--- config.mk ---
export PLATFORM = sky130hd
export DESIGN_NAME = next_probable_prime_search_unit
export DESIGN_NICKNAME = d
export VERILOG_FILES = /design/src/hdl/npps_pkg.sv /design/src/hdl/npps_datapath.sv /design/src/hdl/npps_controller.sv /design/src/hdl/next_probable_prime_search_unit.sv
export VERILOG_INCLUDE_DIRS = /design/src /design/src/hdl
export SDC_FILE = /design/constraint.sdc
export NUM_CORES = 1
export LEC_CHECK = 0
export BUFFER_PORTS_ARGS = -buffer_cell sky130_fd_sc_hd__buf_2
export CAP_MARGIN = 0
export CORE_MARGIN = 1
export CORE_UTILIZATION = 55
export DETAILED_ROUTE_END_ITERATION = 8
export HOLD_SLACK_MARGIN = 0.1
export PLACE_DENSITY_LB_ADDON = 0.12
export SYNTH_ARGS = -nofsm -noshare
export SYNTH_HDL_FRONTEND = slang
export SYNTH_SLANG_ARGS = --single-unit
--- constraint.sdc ---
create_clock -name clock -period 8.35 [get_ports clock]
set_input_delay 0 -clock clock [delete_from_list [all_inputs] [get_ports clock]]
set_output_delay 0 -clock clock [all_outputs]
set_load 0.005 [all_outputs]
--- src/hdl/next_probable_prime_search_unit_assert.svh ---
// ----------------------------------------------------------------------------
// next probable prime search unit - assertion macros
// concurrent checks on clock, disabled during reset
// ----------------------------------------------------------------------------
`ifndef NEXT_PROBABLE_PRIME_SEARCH_UNIT_ASSERT_SVH
`define NEXT_PROBABLE_PRIME_SEARCH_UNIT_ASSERT_SVH

`ifndef SYNTHESIS
`define NPPS_ASSERT_NOW(lbl, ante, cons, msg) \
   lbl: assert property (@(posedge clock) disable iff (reset) (ante) |-> (cons)) \
      else $error(msg);
`define NPPS_ASSERT_NEXT(lbl, ante, cons, msg) \
   lbl: assert property (@(posedge clock) disable iff (reset) (ante) |=> (cons)) \
      else $error(msg);
`else
`define NPPS_ASSERT_NOW(lbl, ante, cons, msg)
`define NPPS_ASSERT_NEXT(lbl, ante, cons, msg)
`endif

`endif

--- src/hdl/npps_pkg.sv ---
// ----------------------------------------------------------------------------
// npps_pkg
// shared widths, types and controller/datapath command and status structs
// ----------------------------------------------------------------------------
`default_nettype none
package npps_pkg;
   localparam int VALUE_WIDTH = 32;
   localparam int FIELD_W     = 32;
   localparam int BIT_W       = $clog2(VALUE_WIDTH);

   typedef logic [VALUE_WIDTH-1:0] val_type;
   typedef logic [BIT_W-1:0]       bit_idx_type;

   typedef struct packed {
      logic load;
      logic exp_init;
      logic exp_next;
      logic mul_step;
      logic dbl;
      logic advance;
      logic finish_pass;
      logic finish_ovf;
   } cmd_type;

   typedef struct packed {
      logic cand_is_one;
      logic cand_is_top;
      logic mul_last;
      logic exp_bit;
      logic exp_last;
      logic acc_is_one;
   } status_type;
endpackage
`default_nettype wire

--- src/hdl/npps_datapath.sv ---
// ----------------------------------------------------------------------------
// npps_datapath
// candidate, exponent and accumulator registers with a bit-serial modular
// multiplier
// ----------------------------------------------------------------------------
`default_nettype none
`include "next_probable_prime_search_unit_assert.svh"
module npps_datapath (
   input  wire logic                          clock,
   input  wire logic                          reset,
   input  wire logic [npps_pkg::FIELD_W-1:0]  req_start_value,
   input  wire npps_pkg::cmd_type             cmd,
   output npps_pkg::status_type               status,
   output logic                               rsp_valid,
   output logic [npps_pkg::FIELD_W-1:0]       rsp_probable_prime,
   output logic                               rsp_search_overflow
);
   import npps_pkg::*;

   localparam bit_idx_type TOP_BIT = bit_idx_type'(VALUE_WIDTH - 1);

   val_type                cand_ff, cand_in;
   val_type                exp_ff, exp_in;
   val_type                acc_ff, acc_in;
   val_type                r_ff, r_in;
   bit_idx_type            mbit_ff, mbit_in;
   bit_idx_type            ebit_ff, ebit_in;
   val_type                res_ff, res_in;
   logic                   ovf_ff, ovf_in;
   logic                   valid_ff, valid_in;
   logic [VALUE_WIDTH:0]   t1, t2, td;
   logic [VALUE_WIDTH:0]   cw;

   always_comb begin
      cw = {1'b0, cand_ff};
      // one multiplier bit: r = 2r + bit*acc, reduced after each add
      t1 = {r_ff, 1'b0};
      if (t1 >= cw) begin
         t1 = t1 - cw;
      end
      t2 = t1 + (acc_ff[mbit_ff] ? {1'b0, acc_ff} : '0);
      if (t2 >= cw) begin
         t2 = t2 - cw;
      end
      td = {acc_ff, 1'b0};
      if (td >= cw) begin
         td = td - cw;
      end
   end

   always_comb begin
      cand_in  = cand_ff;
      exp_in   = exp_ff;
      acc_in   = acc_ff;
      r_in     = r_ff;
      mbit_in  = mbit_ff;
      ebit_in  = ebit_ff;
      res_in   = res_ff;
      ovf_in   = ovf_ff;
      valid_in = 1'b0;
      if (cmd.load) begin
         cand_in = req_start_value[VALUE_WIDTH-1:0];
         if (cand_in == '0) begin
            cand_in = val_type'(1);
         end
      end
      if (cmd.advance) begin
         cand_in = cand_ff + val_type'(1);
      end
      if (cmd.exp_init) begin
         exp_in  = cand_ff - val_type'(1);
         ebit_in = TOP_BIT;
         acc_in  = val_type'(1);
         r_in    = '0;
         mbit_in = TOP_BIT;
      end
      if (cmd.exp_next) begin
         ebit_in = ebit_ff - bit_idx_type'(1);
         r_in    = '0;
         mbit_in = TOP_BIT;
      end
      if (cmd.mul_step) begin
         r_in    = t2[VALUE_WIDTH-1:0];
         mbit_in = mbit_ff - bit_idx_type'(1);
         if (mbit_ff == '0) begin
            acc_in = t2[VALUE_WIDTH-1:0];
         end
      end
      if (cmd.dbl) begin
         acc_in = td[VALUE_WIDTH-1:0];
      end
      if (cmd.finish_pass) begin
         res_in   = cand_ff;
         ovf_in   = 1'b0;
         valid_in = 1'b1;
      end
      if (cmd.finish_ovf) begin
         res_in   = '0;
         ovf_in   = 1'b1;
         valid_in = 1'b1;
      end
   end

   always_ff @(posedge clock) begin
      cand_ff <= cand_in;
      exp_ff  <= exp_in;
      acc_ff  <= acc_in;
      r_ff    <= r_in;
      mbit_ff <= mbit_in;
      ebit_ff <= ebit_in;
      res_ff  <= res_in;
      ovf_ff  <= ovf_in;
   end

   always_ff @(posedge clock) begin
      if (reset) begin
         valid_ff <= 1'b0;
      end else begin
         valid_ff <= valid_in;
      end
   end

   always_comb begin
      status.cand_is_one = (cand_ff == val_type'(1));
      status.cand_is_top = (cand_ff == '1);
      status.mul_last    = (mbit_ff == '0);
      status.exp_bit     = exp_ff[ebit_ff];
      status.exp_last    = (ebit_ff == '0);
      status.acc_is_one  = (acc_ff == val_type'(1));
   end

   assign rsp_valid           = valid_ff;
   assign rsp_probable_prime  = FIELD_W'(res_ff);
   assign rsp_search_overflow = ovf_ff;

   `NPPS_ASSERT_NOW(a_ovf_zero, valid_ff && ovf_ff, res_ff == '0, "overflow with nonzero value")
   `NPPS_ASSERT_NEXT(a_load_nonzero, cmd.load, cand_ff != '0, "candidate zero after load")
   `NPPS_ASSERT_NEXT(a_mul_reduced, cmd.mul_step, r_ff < cand_ff, "partial product not reduced")
endmodule
`default_nettype wire

--- src/hdl/npps_controller.sv ---
// ----------------------------------------------------------------------------
// npps_controller
// sequences candidates, exponent bits and multiplier steps
// ----------------------------------------------------------------------------
`default_nettype none
`include "next_probable_prime_search_unit_assert.svh"
module npps_controller (
   input  wire logic                  clock,
   input  wire logic                  reset,
   input  wire logic                  start,
   output logic                       busy,
   input  wire npps_pkg::status_type  status,
   output npps_pkg::cmd_type          cmd
);
   import npps_pkg::*;

   typedef enum logic [5:0] {
      S_IDLE   = 6'b000001,
      S_CHECK  = 6'b000010,
      S_SQ     = 6'b000100,
      S_DBL    = 6'b001000,
      S_BITEND = 6'b010000,
      S_TEST   = 6'b100000
   } state_type;

   state_type state_ff, state_in;

   always_comb begin
      state_in = state_ff;
      cmd      = '0;
      unique case (state_ff)
         S_IDLE: begin
            if (start) begin
               cmd.load = 1'b1;
               state_in = S_CHECK;
            end
         end
         S_CHECK: begin
            // one passes with the empty power
            if (status.cand_is_one) begin
               cmd.finish_pass = 1'b1;
               state_in        = S_IDLE;
            end else begin
               cmd.exp_init = 1'b1;
               state_in     = S_SQ;
            end
         end
         S_SQ: begin
            cmd.mul_step = 1'b1;
            if (status.mul_last) begin
               state_in = status.exp_bit ? S_DBL : S_BITEND;
            end
         end
         S_DBL: begin
            cmd.dbl  = 1'b1;
            state_in = S_BITEND;
         end
         S_BITEND: begin
            if (status.exp_last) begin
               state_in = S_TEST;
            end else begin
               cmd.exp_next = 1'b1;
               state_in     = S_SQ;
            end
         end
         S_TEST: begin
            if (status.acc_is_one) begin
               cmd.finish_pass = 1'b1;
               state_in        = S_IDLE;
            end else if (status.cand_is_top) begin
               cmd.finish_ovf = 1'b1;
               state_in       = S_IDLE;
            end else begin
               cmd.advance = 1'b1;
               state_in    = S_CHECK;
            end
         end
         default: begin
            state_in = S_IDLE;
         end
      endcase
   end

   always_ff @(posedge clock) begin
      if (reset) begin
         state_ff <= S_IDLE;
      end else begin
         state_ff <= state_in;
      end
   end

   assign busy = (state_ff != S_IDLE);

   `NPPS_ASSERT_NEXT(a_start_taken, state_ff == S_IDLE && start, state_ff == S_CHECK, "start lost")
   `NPPS_ASSERT_NOW(a_one_finish, cmd.finish_pass, !cmd.finish_ovf, "two finishes")
   `NPPS_ASSERT_NEXT(a_finish_idle, cmd.finish_pass || cmd.finish_ovf, !busy, "busy after finish")
endmodule
`default_nettype wire

--- src/hdl/next_probable_prime_search_unit.sv ---
// ----------------------------------------------------------------------------
// next_probable_prime_search_unit
// smallest value at or above a start that passes 2^(n-1) mod n == 1
// ----------------------------------------------------------------------------
// pulse start while busy is low to hand in one item; the result shows on the
// rsp_ ports for exactly one cycle with rsp_valid high and cannot be stalled,
// so the receiver must take it then. the bit-serial modular multiplier does
// one multiplier bit per cycle for each of the VALUE_WIDTH squarings of a
// candidate, and candidates are tried in turn until one passes. a start of
// zero is taken as one, one passes, two fails, base-2 pseudoprimes pass.
// running past the all-ones value gives a result of zero with
// rsp_search_overflow set.
`default_nettype none
module next_probable_prime_search_unit (
   input  wire logic                          clock,
   input  wire logic                          reset,
   input  wire logic                          start,
   output logic                               busy,
   input  wire logic [npps_pkg::FIELD_W-1:0]  req_start_value,
   output logic                               rsp_valid,
   output logic [npps_pkg::FIELD_W-1:0]       rsp_probable_prime,
   output logic                               rsp_search_overflow
);
   import npps_pkg::*;

   // command and status between sequencer and datapath
   cmd_type    cmd;
   status_type status;

   npps_controller u_ctrl (
      .clock  (clock),
      .reset  (reset),
      .start  (start),
      .busy   (busy),
      .status (status),
      .cmd    (cmd)
   );

   npps_datapath u_dp (
      .clock               (clock),
      .reset               (reset),
      .req_start_value     (req_start_value),
      .cmd                 (cmd),
      .status              (status),
      .rsp_valid           (rsp_valid),
      .rsp_probable_prime  (rsp_probable_prime),
      .rsp_search_overflow (rsp_search_overflow)
   );
endmodule
`default_nettype wire

Word level (Yosys, flattened, before mapping)
Cells that the tools add are included.
Widths: inputs -> output; s select.
{"block": "totals", "register_bits": 178, "output_inout_bits": 35}
{"block": "classes", "addsub": 8, "order_cmp": 5, "n_eq_ne": 12, "n_mux": 49, "reduce_logical": 7}
{"cell": "$mux 32", "count": 13}
{"cell": "$ge 33x32->1", "count": 3}
{"cell": "$eq 32x1->1 const B", "count": 2}
{"cell": "$sub 32x32->32", "count": 2}
{"cell": "$pmux 6 s6", "count": 1}
{"cell": "$add 33x32->33", "count": 1}
{"cell": "$mux 33", "count": 1}
{"cell": "$sub 33x32->33", "count": 1}
{"cell": "$add 32x1->32 const B", "count": 1}
{"cell": "$eq 32x32->1 const B", "count": 1}
{"cell": "$logic_not 32->1", "count": 1}
{"cell": "$sub 32x1->32 const B", "count": 1}
{"cell": "$mux 5", "count": 5}
{"cell": "$mux 1", "count": 20}
{"cell": "$mux 6", "count": 3}
{"cell": "$lt 5x6->1 const B", "count": 2}
{"cell": "$bmux 1 s5", "count": 2}
{"cell": "$logic_not 5->1", "count": 2}
{"cell": "$sub 5x1->5 const B", "count": 2}
{"cell": "$eq 6x1->1 const B", "count": 1}
{"cell": "$eq 6x2->1 const B", "count": 1}
{"cell": "$eq 6x3->1 const B", "count": 1}
{"cell": "$eq 6x4->1 const B", "count": 1}
{"cell": "$eq 6x5->1 const B", "count": 1}
{"cell": "9 further kinds", "count": 12}

Longest topological paths before layout
{"block": "logic_depth", "word_depth": 9, "ltp_mapped": 38, "ltp_nobuf": 34}

Hierarchy
A second synthesis with hierarchy kept.
{"block": "hier_totals", "cells_unflattened": 1947, "area_unflattened_um2": 16321.9}
{"mod": "npps_datapath", "n_inst": 1, "cells_per_inst": 1891, "area_each_um2": 15894.0}
{"mod": "npps_controller", "n_inst": 1, "cells_per_inst": 56, "area_each_um2": 427.9}

Worst setup path before layout
No wires, ideal clock.
{"block": "synth_timing", "path_kind": "reg-to-reg", "startpoint": "reg u_dp.cand_ff[14]", "endpoint": "reg u_dp.r_ff[10], data pin", "setup_ps": 266, "arrival_time_ps": 7419, "slack_ps": 665, "path_stages_with_launch": 38, "period_less_slack_ps": 7685, "cell_sequence": "edfxtp_1 > inv_1 > ha_1 > clkbuf_2 > o21ai_0 > nor3_1 > a211oi_1 > a21oi_1 > nor3_1 > o21a_1 > clkbuf_1 > buf_1 > nand2_1 > o21ai_0 > ha_1 > clkbuf_1 > a2111oi_0 > o21a_1 > (+2 left out) > o21ai_0 > nand4_1 > nand2_1 > a41oi_1 > xnor2_1 > ha_1 > and3_1 > and4_1 > a2111oi_0 > nand3b_1 > a221oi_1 > a21boi_0 > mux2_2 > buf_6 > clkbuf_1 > nor2_1 > a21oi_1 > nor2_1"}
{"block": "synth_between", "elab_chain_cells": 6}
{"item": "from (decl)", "line": "npps_datapath.sv:22", "rtl": "val_type cand_ff, cand_in;"}
{"item": "from (signal assigned)", "line": "npps_datapath.sv:105", "rtl": "cand_ff <= cand_in;"}
{"item": "$sub 33x32->33 or $ge 33x32->1 (tied branches)", "line": "npps_datapath.sv:39, npps_datapath.sv:38"}
{"item": "$mux 33", "line": "npps_datapath.sv:38", "rtl": "if (t1 >= cw) begin"}
{"item": "$add 33x32->33", "line": "npps_datapath.sv:41", "rtl": "t2 = t1 + (acc_ff[mbit_ff] ? {1'b0, acc_ff} : '0);"}
{"item": "$ge 33x32->1 or $sub 32x32->32 (tied branches)", "line": "npps_datapath.sv:42, npps_datapath.sv:43"}
{"item": "$mux 32 *", "line": "npps_datapath.sv:42", "rtl": "if (t2 >= cw) begin"}
{"item": "$mux 32 *", "line": "npps_datapath.sv:82", "rtl": "if (cmd.mul_step) begin"}
{"item": "to (signal assigned)", "line": "npps_datapath.sv:108", "rtl": "r_ff <= r_in;"}
{"item": "to (decl)", "line": "npps_datapath.sv:25", "rtl": "val_type r_ff, r_in;"}
Every way passes the cells marked *; elsewhere a longest branch is shown, timed or not.
A chain may end at the register's enable or synchronous reset.

Final worst setup path
{"block": "layout_timing", "startpoint": "reg u_dp.cand_ff[15]", "endpoint": "reg u_dp.r_ff[30], data pin"}
{"block": "layout_between", "elab_chain_cells": 6}
{"item": "$sub 33x32->33 or $ge 33x32->1 (tied branches)", "line": "npps_datapath.sv:39, npps_datapath.sv:38"}
{"item": "$mux 33", "line": "npps_datapath.sv:38"}
{"item": "$add 33x32->33", "line": "npps_datapath.sv:41"}
{"item": "$sub 32x32->32 or $ge 33x32->1 (tied branches)", "line": "npps_datapath.sv:43, npps_datapath.sv:42"}
{"item": "$mux 32 *", "line": "npps_datapath.sv:42"}
{"item": "$mux 32 *", "line": "npps_datapath.sv:82"}
Marked as above.

==> impl_metrics.toml <==
[clock_network]
clock_latency_ns = 0.45
cts.path.max_buffers = 2
clkTransAtPathRegs_ns = 0.07
htree_levels = 4
cts_tree = "done"
clockRootBuffer = "clkbuf_16"
clkSinkCount = 178
cts_buffers = 17

[flow_run]
drv_cap = 0

[floorplan]
rows = 61
fp.dieH_um = 171.8
dieArea_um2 = 29520
num_io_pins = 70
coreArea_um2 = 28090
die_width_um = 171.8
initial_core_util = 0.5647

[timing]
layout_min_cycle_time_ns = 7.907
finalSetupViolCount = 0
fin_hold_ws_ns = 0.3575
rsz0062_at_grt = "no"
worst_slack_ns = 0.4434
maxSlewViolCount = 0
clock-skew-final_ns = 0.01969
worst_slew_pin_slew_ns = 1.313
fmax_mhz = 126.5
final.setup.tns_ns = 0
relSlewSlack = 0.1216
finalCritPeriodShare = 0.9469
hold_viol = 0

[grt]
grt_pass1_wl_um = 78050
antenna_found_initial = 0
grt_pass1_vias = 14270
gr-total-overflow = 0
grt_max_degree = 64
grt_use_total = 0.3511

[final_layout]
syn_to_final_growth_pct = 13.66
layout_commonest_cell = "nor2_1"
diodes = 0
mostFrequentLayoutCells = "nor2_1, a21oi_1, nand2_1, ha_1, o21ai_0"
design_area_um2 = 18030
drive_above_1_share = 0.1136
fillCellCount = 2583
nNetsFinal = 2237

[drt]
drtPass1Iterations = 6
drc = 0
final_antenna_net_count = 0
routed_wl_um = 51130
via_per_inst = 6.228
wire_per_inst_um = 20.82
initialDrtViolationCount = 1325
vias = 15300

[synthesis]
synth_area_um2 = 15860
yosysTopAreaCell = "edfxtp_1"
ys_ff_latch = 178
syn_inst = 1938
synth_edf_count = 106
synth_warnings = 0
synth_area_per_cell_um2 = 8.184
yosys.area.top_type_share = 0.2007
syn-num-nets = 2110
synthArstFlopShare = 0
seq_area_frac_synth = 0.2916
synthTopCellsByArea = "edfxtp_1, ha_1, dfxtp_1"
synthFlopType = "edfxtp_1"
ys_types = 70

[placed_design]
placed_area_um2 = 17030
hpwl_um = 39530
place.gp.congestion = 1.071
portBuffers = 69
place_worst_setup_slack_ns = 0.1754

[worst_hold_path]
holdPathEnd = "u_ctrl.state_ff[2]"
hp-start = "reset"
min_path_cells = 3
hold_path_class = "in -> reg"

[critical_path]
critPathKind = "reg -> reg"
r2r_start = "u_dp.cand_ff[15]"
timing.rr.end = "u_dp.r_ff[30]"
worstPathArrival_ns = 8.09
start_kind = "flop"
crit_required_ns = 8.53
critPathMaxFanout = 31
path_delay_family = "compound AO/OA/AOI/OAI gates"
r2r_slack_ns = 0.44
cp_num_buf_inv = 4
reg2regPathDepth = 33
setup.worst_path.end_class = "flop"
slowest_stage = "a41oi_1"
crit_top_cell = "ha_1"
critPathMaxStageDelay_ns = 0.47

[power_and_ir_drop]
total_leakage_power_nw = 7.586
pwr_density_cell_nw_per_um2 = 172.1
vdd_ir_drop_max_mv = 0.1365
totalPowerFinal_mw = 3.102

[outcome]
outcome = "complete, no violations"
-- flip-flops by register name, summed over array words and instances, names as in the netlist --
name and cells:
u_dp.acc_ff 32, u_dp.ebit_ff 5, u_ctrl.state_ff 6, u_dp.rsp_valid 1, u_dp.rsp_probable_prime 32, u_dp.exp_ff 32
u_dp.rsp_search_overflow 1, u_dp.mbit_ff 5, u_dp.r_ff 32, u_dp.cand_ff 32
-- cell usage after synthesis (8+ instances only) --
library cell and number:
ha_1 133, nand4_1 21, o211ai_1 14, nor2_1 235
xor2_1 58, inv_1 69, a21o_1 53, buf_2 13
mux2i_1 28, mux2_2 13, dfxtp_1 72, o21a_1 23
nor4_1 29, mux4_2 14, or3_1 9, a31oi_1 8
and3_1 21, a22oi_1 13, clkbuf_1 53, nand3_1 42
a211oi_1 18, nor3_1 54, nand2_1 149, o21bai_1 13
nor2b_1 49, o21ai_0 130, xnor2_1 113, a21oi_1 223
nand2b_1 24, and2_1 12, edfxtp_1 106
-- timing repair --
item                                    CTS  global route
endpoints found under the setup margin    0            64
setup buffers                             0             2
resized for setup                         0            18
hold endpoints to repair                 39             0
hold buffers                             34             0
-- where the power goes --
| group | internal [mW] | switching [mW] |
|---|---|---|
| Combinational | 0.515 | 0.766 |
| Sequential | 0.967 | 0.0342 |
| Clock | 0.404 | 0.415 |
| Total | 1.89 | 1.22 |
-- cells by family after synthesis --
family                     after synthesis  synth area share
AOI/OAI and AO/OA                      566            0.2150
xor gates and xnor gates               171           0.09443
adders and majority gates              137            0.1100
buffers and inverters                  148           0.03708
DFF                                    178            0.2916
muxes                                   55           0.04678
and+or+nand+nor                        683            0.2052
-- worst max path at each step --
stage                     startpoint               to  slack (ns)  depth (start not counted)
floorplan           u_dp.cand_ff[14]    u_dp.r_ff[10]        0.66                         37
global placement        u_dp.r_ff[2]  u_dp.acc_ff[27]        0.27                         34
detailed placement      u_dp.r_ff[2]  u_dp.acc_ff[27]        0.18                         34
CTS                  u_dp.cand_ff[3]  u_dp.acc_ff[27]        0.11                         35
global route         u_dp.cand_ff[4]  u_dp.acc_ff[14]        0.03                         36
finish              u_dp.cand_ff[15]    u_dp.r_ff[30]        0.44                         33
-- routing by layer --
| layer | wire length, um | vias to the layer above | global-route usage |
|---|---|---|---|
| met4 | 3429 | 0 | 0.2301 |
| met2 | 24010 | 642 | 0.5814 |
| li1 | - | 7320 | - |
| met1 | 20470 | 7159 | 0.4278 |
| met3 | 3218 | 176 | 0.04694 |
| met5 | 0 | - | 0 |
-- area by class of cell --
cell class | instances | area (um^2) | area share
Multi-Input combinational cell | 1612 | 10760 | 0.5967
Sequential cell | 178 | 4624 | 0.2565
Timing Repair Buffer | 180 | 1301 | 0.07219
Tap cell | 378 | 473.0 | 0.02624
Clock buffer | 18 | 429.2 | 0.02381
Inverter | 76 | 285.3 | 0.01583
Clock inverter | 14 | 157.7 | 0.008746
-- per-stage QoR --
stage | util | instances
finish | 0.6418 | 2456
global route | 0.6418 | 2456
CTS | 0.6392 | 2454
detailed placement | 0.6062 | 2388
global placement | 0.6062 | 2388
floorplan | - | 1938
-- worst reg2reg max path: cells and delay by family (launching register included) --
kind,cells,cell delay [ns]
simple gates,7,1.21
compound gates,16,3.83
flops,1,0.39
xor+xnor,2,0.27
fa+ha+maj,3,1.09
mux,1,0.29
buf+inv,4,0.57
Note: power is estimated with default switching activity, not from simulation.
